[src/sv/ddw_pkg.sv]
// ============================================================================
// ddw_pkg: shared types and constants for the date difference block
// Field widths, order codes, reciprocal constants and the month table.
// ============================================================================
package ddw_pkg;

    // Field widths.
    localparam int YEAR_W  = 14;
    localparam int MONTH_W = 4;
    localparam int DAY_W   = 5;
    localparam int DAYS_W  = 22;
    localparam int ORDER_W = 2;
    localparam int WDAY_W  = 3;
    localparam int DNUM_W  = 23;

    typedef logic [DNUM_W-1:0] t_daynum;

    // Order of date A against date B.
    typedef enum logic [ORDER_W-1:0] {
        ORDER_BEFORE = 2'd0,
        ORDER_EQUAL  = 2'd1,
        ORDER_AFTER  = 2'd2
    } t_order;

    // Division by 100 through a reciprocal, exact for operands below 2^15.
    localparam int DIV100_MUL = 20972;
    localparam int DIV100_SH  = 21;

    // Division by 7 through a reciprocal, exact for operands below 2^23.
    localparam int DIV7_MUL = 9586981;
    localparam int DIV7_SH  = 26;

    // Days before the first of each month in a common year, by month index.
    function automatic logic [8:0] days_before(input logic [MONTH_W-1:0] mi);
        logic [8:0] v;
        unique case (mi)
            4'd0:    v = 9'd0;
            4'd1:    v = 9'd31;
            4'd2:    v = 9'd59;
            4'd3:    v = 9'd90;
            4'd4:    v = 9'd120;
            4'd5:    v = 9'd151;
            4'd6:    v = 9'd181;
            4'd7:    v = 9'd212;
            4'd8:    v = 9'd243;
            4'd9:    v = 9'd273;
            4'd10:   v = 9'd304;
            4'd11:   v = 9'd334;
            default: v = 9'd0;
        endcase
        return v;
    endfunction

    // Weekday anchor: Monday, the 21st of April 2025.
    localparam int REF_YEAR  = 2025;
    localparam int REF_MONTH = 4;
    localparam int REF_DAY   = 21;
    localparam int REF_LEAP  =
        (((REF_YEAR % 4 == 0) && (REF_YEAR % 100 != 0)) || (REF_YEAR % 400 == 0))
        && (REF_MONTH > 2) ? 1 : 0;
    localparam int REF_DNUM  = 365 * REF_YEAR + (REF_YEAR + 3) / 4
                             - (REF_YEAR + 99) / 100 + (REF_YEAR + 399) / 400
                             + int'(days_before(4'(REF_MONTH - 1)))
                             + REF_LEAP + REF_DAY;
    localparam int WDAY_ADJ  = (7 - (REF_DNUM % 7)) % 7;

endpackage

[src/sv/ddw_day_number.sv]
// ============================================================================
// ddw_day_number: three-stage day number pipeline for one date
// Turns year, month and day into a running day count in closed form.
// ============================================================================
module ddw_day_number (
    input  logic                          i_clk,
    input  logic [ddw_pkg::YEAR_W-1:0]    i_year,
    input  logic [ddw_pkg::MONTH_W-1:0]   i_month,
    input  logic [ddw_pkg::DAY_W-1:0]     i_day,
    output ddw_pkg::t_daynum              o_daynum
);
    import ddw_pkg::*;

    // Stage 1 combinational signals.
    logic [MONTH_W-1:0] w_mclamp;
    logic [MONTH_W-1:0] w_mi;
    logic [14:0]        w_y_p99;
    logic [14:0]        w_y_p399;
    logic [29:0]        w_p100;
    logic [27:0]        w_p400;

    // Stage 1 registers.
    logic [YEAR_W-1:0] r1_year;
    logic [12:0]       r1_q4;
    logic [7:0]        r1_q100;
    logic [5:0]        r1_q400;
    logic [9:0]        r1_mday;
    logic              r1_late;

    // Stage 2 combinational signals and registers.
    logic              w_div100;
    logic              w_div400;
    logic              w_leap;
    logic [DNUM_W-1:0] r2_prod;
    logic [12:0]       r2_qsum;
    logic [9:0]        r2_mday;
    logic              r2_adj;

    // Stage 1: clamp the month and take the ceilings by 4, 100 and 400.
    always_comb begin
        if (i_month == 4'd0) begin
            w_mclamp = 4'd1;
        end else if (i_month > 4'd12) begin
            w_mclamp = 4'd12;
        end else begin
            w_mclamp = i_month;
        end
        w_mi     = w_mclamp - 4'd1;
        w_y_p99  = {1'b0, i_year} + 15'd99;
        w_y_p399 = {1'b0, i_year} + 15'd399;
        w_p100   = 30'(w_y_p99) * 30'(DIV100_MUL);
        w_p400   = 28'(w_y_p399[14:2]) * 28'(DIV100_MUL);
    end

    always_ff @(posedge i_clk) begin
        r1_year <= i_year;
        r1_q4   <= 13'(({1'b0, i_year} + 15'd3) >> 2);
        r1_q100 <= 8'(w_p100 >> DIV100_SH);
        r1_q400 <= 6'(w_p400 >> DIV100_SH);
        r1_mday <= 10'(days_before(w_mi)) + 10'(i_day);
        r1_late <= (w_mi >= 4'd2);
    end

    // Stage 2: leap year test, year term and century corrections.
    always_comb begin
        w_div100 = ((15'(r1_q100) * 15'd100) == {1'b0, r1_year});
        w_div400 = ((15'(r1_q400) * 15'd400) == {1'b0, r1_year});
        w_leap   = ((r1_year[1:0] == 2'd0) && !w_div100) || w_div400;
    end

    always_ff @(posedge i_clk) begin
        r2_prod <= DNUM_W'(r1_year) * DNUM_W'(365);
        r2_qsum <= r1_q4 - 13'(r1_q100) + 13'(r1_q400);
        r2_mday <= r1_mday;
        r2_adj  <= r1_late & w_leap;
    end

    // Stage 3: add up the day number.
    always_ff @(posedge i_clk) begin
        o_daynum <= r2_prod + DNUM_W'(r2_qsum) + DNUM_W'(r2_mday) + DNUM_W'(r2_adj);
    end

endmodule

[src/sv/date_difference_and_weekday_top.sv]
// ============================================================================
// date_difference_and_weekday_top: days between two dates and weekday of A
// The done strobe marks the result of each started date pair.
// Throughput is one date pair per cycle; busy is never raised.
// The depth is set by the day number pipeline (three stages) and the
// reciprocal division by seven (two stages).
// Synchronous active-low reset clears the valid bits; no words are in flight.
// ============================================================================
module date_difference_and_weekday_top (
    input  logic                          i_clk,
    input  logic                          i_rst_n,
    input  logic                          start,
    output logic                          busy,
    input  logic [ddw_pkg::YEAR_W-1:0]    i_year_a,
    input  logic [ddw_pkg::MONTH_W-1:0]   i_month_a,
    input  logic [ddw_pkg::DAY_W-1:0]     i_day_a,
    input  logic [ddw_pkg::YEAR_W-1:0]    i_year_b,
    input  logic [ddw_pkg::MONTH_W-1:0]   i_month_b,
    input  logic [ddw_pkg::DAY_W-1:0]     i_day_b,
    output logic                          o_done,
    output logic [ddw_pkg::DAYS_W-1:0]    o_days_between,
    output logic [ddw_pkg::ORDER_W-1:0]   o_order_code,
    output logic [ddw_pkg::WDAY_W-1:0]    o_weekday_a
);
    import ddw_pkg::*;

    localparam int DEPTH = 5;

    // Valid bits and the order code travel alongside the data.
    logic [DEPTH-1:0] r_vld;
    t_order           r_ord [DEPTH];
    t_order           w_order;

    // Day numbers from the two pipelines.
    t_daynum w_na;
    t_daynum w_nb;

    // Stage 4 signals and registers.
    logic [DNUM_W-1:0] w_diff;
    logic [46:0]       w_p7;
    logic [DAYS_W-1:0] r4_days;
    t_daynum           r4_na;
    logic [19:0]       r4_q7;

    // Stage 5 signals and registers.
    logic [2:0]        w_rem;
    logic [3:0]        w_wsum;
    logic [WDAY_W-1:0] n_wday;
    logic [DAYS_W-1:0] r_days;
    logic [WDAY_W-1:0] r_wday;

    assign busy = 1'b0;

    // Day number pipelines for both dates.
    ddw_day_number u_dnum_a (
        .i_clk    (i_clk),
        .i_year   (i_year_a),
        .i_month  (i_month_a),
        .i_day    (i_day_a),
        .o_daynum (w_na)
    );

    ddw_day_number u_dnum_b (
        .i_clk    (i_clk),
        .i_year   (i_year_b),
        .i_month  (i_month_b),
        .i_day    (i_day_b),
        .o_daynum (w_nb)
    );

    // Order compares the raw fields: year, then month, then day.
    always_comb begin
        priority if ((i_year_a > i_year_b) ||
                     ((i_year_a == i_year_b) && (i_month_a > i_month_b)) ||
                     ((i_year_a == i_year_b) && (i_month_a == i_month_b) &&
                      (i_day_a > i_day_b))) begin
            w_order = ORDER_AFTER;
        end else if ((i_year_a == i_year_b) && (i_month_a == i_month_b) &&
                     (i_day_a == i_day_b)) begin
            w_order = ORDER_EQUAL;
        end else begin
            w_order = ORDER_BEFORE;
        end
    end

    // Valid shift register.
    always_ff @(posedge i_clk) begin
        if (!i_rst_n) begin
            r_vld <= '0;
        end else begin
            r_vld <= {r_vld[DEPTH-2:0], start & ~busy};
        end
    end

    // Order code delay line.
    always_ff @(posedge i_clk) begin
        r_ord[0] <= w_order;
        for (int i = 1; i < DEPTH; i++) begin
            r_ord[i] <= r_ord[i-1];
        end
    end

    // Stage 4: absolute difference and the quotient of A's day number by seven.
    always_comb begin
        w_diff = (w_na >= w_nb) ? (w_na - w_nb) : (w_nb - w_na);
        w_p7   = 47'(w_na) * 47'(DIV7_MUL);
    end

    always_ff @(posedge i_clk) begin
        r4_days <= w_diff[DNUM_W-1] ? {DAYS_W{1'b1}} : w_diff[DAYS_W-1:0];
        r4_na   <= w_na;
        r4_q7   <= 20'(w_p7 >> DIV7_SH);
    end

    // Stage 5: remainder by seven, shifted so that the anchor lands on Monday.
    always_comb begin
        w_rem  = 3'(r4_na - DNUM_W'(r4_q7) * DNUM_W'(7));
        w_wsum = 4'(w_rem) + 4'(WDAY_ADJ);
        n_wday = (w_wsum >= 4'd7) ? 3'(w_wsum - 4'd7) : 3'(w_wsum);
    end

    always_ff @(posedge i_clk) begin
        r_days <= r4_days;
        r_wday <= n_wday;
    end

    // Result word.
    assign o_done         = r_vld[DEPTH-1];
    assign o_days_between = r_days;
    assign o_order_code   = r_ord[DEPTH-1];
    assign o_weekday_a    = r_wday;

`ifndef SYNTHESIS
    // Every accepted word comes out as a done strobe.
    a_start_to_done: assert property (@(posedge i_clk) disable iff (!i_rst_n)
        start |-> ##5 o_done)
        else $error("accepted word did not produce a result on time");

    // A result is only shown for an accepted word.
    a_done_has_start: assert property (@(posedge i_clk) disable iff (!i_rst_n)
        o_done |-> $past(start, 5))
        else $error("result strobe without an accepted word");

    // Identical dates are zero days apart.
    a_equal_zero: assert property (@(posedge i_clk) disable iff (!i_rst_n)
        (o_done && (o_order_code == ORDER_EQUAL)) |-> (o_days_between == '0))
        else $error("equal dates with a nonzero distance");

    // The weekday stays within Monday through Sunday.
    a_wday_range: assert property (@(posedge i_clk) disable iff (!i_rst_n)
        o_done |-> (o_weekday_a != 3'd7))
        else $error("weekday out of range");
`endif

endmodule
[config.mk]
export PLATFORM = sky130hd
export DESIGN_NAME = date_difference_and_weekday_top
export DESIGN_NICKNAME = d
export VERILOG_FILES = /design/src/sv/ddw_pkg.sv /design/src/sv/ddw_day_number.sv /design/src/sv/date_difference_and_weekday_top.sv
export SDC_FILE = /design/constraint.sdc
export NUM_CORES = 2
export LEC_CHECK = 0
export BUFFER_PORTS_ARGS = -buffer_cell sky130_fd_sc_hd__buf_4
export CAP_MARGIN = 20
export CORE_UTILIZATION = 60
export CTS_CLUSTER_DIAMETER = 150
export DETAILED_ROUTE_END_ITERATION = 8
export GPL_ROUTABILITY_DRIVEN = 0
export PLACE_DENSITY = 0.77
export SETUP_SLACK_MARGIN = 0.5
export SYNTH_ARGS = -nofsm -noshare
export SYNTH_HDL_FRONTEND = slang
export SYNTH_HIERARCHICAL = 1
export SYNTH_SLANG_ARGS = --single-unit
export TNS_END_PERCENT = 1
[constraint.sdc]
create_clock -name i_clk -period 9.06 [get_ports i_clk]
set_input_delay 1.812 -clock i_clk [delete_from_list [all_inputs] [get_ports i_clk]]
set_output_delay 1.812 -clock i_clk [all_outputs]
set_load 0.005 [all_outputs]
==> impl_metrics.env <==
export IMPL_ios=78
export IMPL_antenna_found_initial=11
export IMPL_crit_type="in2reg"
export IMPL_ctsResizeCount=0
export IMPL_viasPerCell=5.36
export IMPL_netlist_instances=4093
export IMPL_fin_skew_ns=0.0243
export IMPL_die_area_um2=66500
export IMPL_postRouteWirelength_mm=82.2
export IMPL_end_kind="flip-flop"
export IMPL_r2r_start="u_dnum_a/o_daynum[9]"
export IMPL_seq_area_um2=6250
export IMPL_finalMaxSlewViolations=0
export IMPL_holdPathStages=0
export IMPL_hold_viol_final=0
export IMPL_grt_first_pass_wirelength_mm=138
export IMPL_fin_crit_ns=7.83
export IMPL_die_height_um=258
export IMPL_rrSetupSlack_ns=3.76
export IMPL_nFillCells=5131
export IMPL_dr_pass1_iters=5
export IMPL_grt_start_max_net_pins=23
export IMPL_slew_headroom=0.291
export IMPL_ys_top_cells_by_count="inv_1 (979), ha_1 (846), fa_1 (451), dfxtp_1 (312), xnor2_1 (225)"
export IMPL_period_share=0.865
export IMPL_ys_seq_area_frac=0.159
export IMPL_status="finished, final reports clean"
export IMPL_clock_latency_ns=0.57
export IMPL_hold_end="r_ord[0][6]"
export IMPL_setup_viol=0
export IMPL_vias=27100
export IMPL_yosysWarnings=6
export IMPL_syn_area_um2=39300
export IMPL_numCtsBuffers=37
export IMPL_clock_sinks=312
export IMPL_tns_ns=0
export IMPL_cts_tree="built"
export IMPL_timing_hold_ws_ns=0.314
export IMPL_dp_hpwl_mm=71.2
export IMPL_hold_path_startpoint="r_ord[0][4]"
export IMPL_die_w_um=258
export IMPL_cts_buffer_depth=3
export IMPL_cts_post_setup_buffers_inserted=0
export IMPL_initial_core_util=0.608
export IMPL_synth_cell_types=90
export IMPL_synthToLayoutAreaGrowth_pct=7.02
export IMPL_required_ns=9.50
export IMPL_synthFlopType="dfxtp_1"
export IMPL_worst_slew_pin_slew_ns=1.06
export IMPL_cp_max_fo=9
export IMPL_hold_buffers=0
export IMPL_max_cap_violations=0
export IMPL_first_iter_violations=1355
export IMPL_drc_errors=0
export IMPL_num_rows=93
export IMPL_rr_worst_depth=19
export IMPL_core_area_um2=64600
export IMPL_async_flop_share=0
export IMPL_syn_num_nets=5439
export IMPL_holdCritPathClass="reg2reg"
export IMPL_drive_above_1_share=0.0446
export IMPL_place_area_um2=40700
export IMPL_arrival_ns=8.27
export IMPL_grt_usage=0.256
export IMPL_postRouteAntennaNets=0
export IMPL_ys_ff_latch=312
export IMPL_fmax_mhz=128
export IMPL_grt_pass1_vias=28300
export IMPL_yosysTopAreaCell="ha_1"
export IMPL_wire_per_inst_um=16.3
export IMPL_yosys_top_cells_area="ha_1 (27%), fa_1 (23%), dfxtp_1 (16%), inv_1 (9.4%), xnor2_1 (5.0%)"
export IMPL_rsz0062_at_grt="no"
export IMPL_fin_area_um2=42000
export IMPL_clkTransAtPathRegs_ns=0.06
export IMPL_postSynthAreaPerCell_um2=9.59
export IMPL_multi_input_area_um2=29100
export IMPL_stdcell_count=5048
export IMPL_yosysMostFrequentCell="inv_1"
export IMPL_synth_edf_count=0
export IMPL_netlist_area_leader_share=0.270
export IMPL_critPathLaunchType="input pin"
export IMPL_cts_htree_levels=2
export IMPL_grt_overflow_total=0
export IMPL_r2r_end="r4_q7[2]"
export IMPL_numPortBuffers=76
export IMPL_place_inst=4980
export IMPL_cts_root_buf="clkbuf_16"
export IMPL_finalNetCount=5510
metal layers:
metal | track usage | up-vias | share of wire
met4 | 0.0869 | 20 | 0.034
met2 | 0.429 | 541 | 0.46
li1 | - | 13300 | -
met1 | 0.336 | 13000 | 0.45
met5 | 0 | - | 0.0014
met3 | 0.0420 | 183 | 0.052
worst max-delay path by stage:
stage / start / to
after floorplan: i_year_b[0] / u_dnum_b/r1_q400[5]
after global placement: i_year_a[0] / u_dnum_a/r1_q100[7]
after detailed placement: i_year_b[0] / u_dnum_b/r1_q400[5]
after CTS: i_year_a[0] / u_dnum_a/r1_q100[7]
after global routing: i_year_a[0] / u_dnum_a/r1_q100[7]
final: i_year_a[0] / u_dnum_a/r1_q100[7]
placed cells by master, fill, tap and decap left out, types with 7 or more instances in the layout:
cell / count
inv_1: 979
ha_1: 846
fa_1: 451
dfxtp_1: 312
xnor2_1: 225
a21oi_1: 157
nand2_1: 136
nor2_1: 134
xor2_1: 102
o21ai_0: 96
a21o_1: 96
buf_4: 81
nand3_1: 43
nor2b_1: 40
nand4_1: 38
clkbuf_16: 38
nor3_1: 36
o21a_1: 29
nand2b_1: 24
a211oi_1: 23
o21ai_1: 23
o21bai_1: 22
and3_1: 17
and2_1: 15
o31ai_1: 11
a31oi_1: 11
and4_1: 10
mux2i_1: 10
a21boi_0: 9
or3_1: 9
nor4_1: 8
or2_2: 7
o31a_1: 7
final cells by class:
type	instances	area share
Antenna cell	1	0.0000596
Clock buffer	46	0.0248
Clock inverter	21	0.00628
Inverter	980	0.0876
Multi-Input combinational cell	2752	0.693
Sequential cell	312	0.149
Tap cell	855	0.0255
Timing Repair Buffer	81	0.0145
registers in the layout, summed over array words and instances (netlist names), 13 cells and up:
name               cells
u_dnum_a/o_daynum     23
u_dnum_a/r2_prod      23
u_dnum_b/o_daynum     23
u_dnum_b/r2_prod      23
o_days_between        22
r4_days               22
u_dnum_a/r1_year      14
u_dnum_b/r1_year      14
u_dnum_a/r1_q4        13
u_dnum_a/r2_qsum      13
u_dnum_b/r1_q4        13
u_dnum_b/r2_qsum      13
kinds of logic after synthesis:
kind of cell | after synthesis | synth area share
fa+ha+maj | 1297 | 0.500
simple gates | 543 | 0.0690
other cells | 1 | 0.0000955
buf+inv | 1029 | 0.0996
flops | 312 | 0.159
mux | 16 | 0.00456
compound gates | 568 | 0.0952
xor+xnor | 327 | 0.0730
worst max-delay path, stage by stage:
cell and delay (ns):
buf_4 0.15, inv_1 0.15, ha_1 0.32, nor2_1 0.11
and2_1 0.22, nor3_1 0.40, nor2_1 0.13, xor2_1 0.39
inv_1 0.24, fa_1 0.53, inv_1 0.04, ha_1 0.27
inv_1 0.05, fa_1 0.48, inv_1 0.06, fa_1 0.54
inv_1 0.06, fa_1 0.54, inv_1 0.05, ha_1 0.30
nand4_1 0.13, nor3_1 0.20, o21ai_1 0.10, o211ai_1 0.23
a21oi_1 0.18, o21ai_0 0.34, a21oi_1 0.14, xnor2_1 0.13
metrics by stage:
stage,util,worst slack (ns)
global route,0.651,0.628
global placement,0.630,0.861
CTS,0.651,1.28
floorplan,-,1.43
finish,0.651,1.23
detailed placement,0.630,0.734
Power is left out: the tool's default activity adds up to more than one toggle a clock period on the data nets, which glitch-free logic cannot reach.
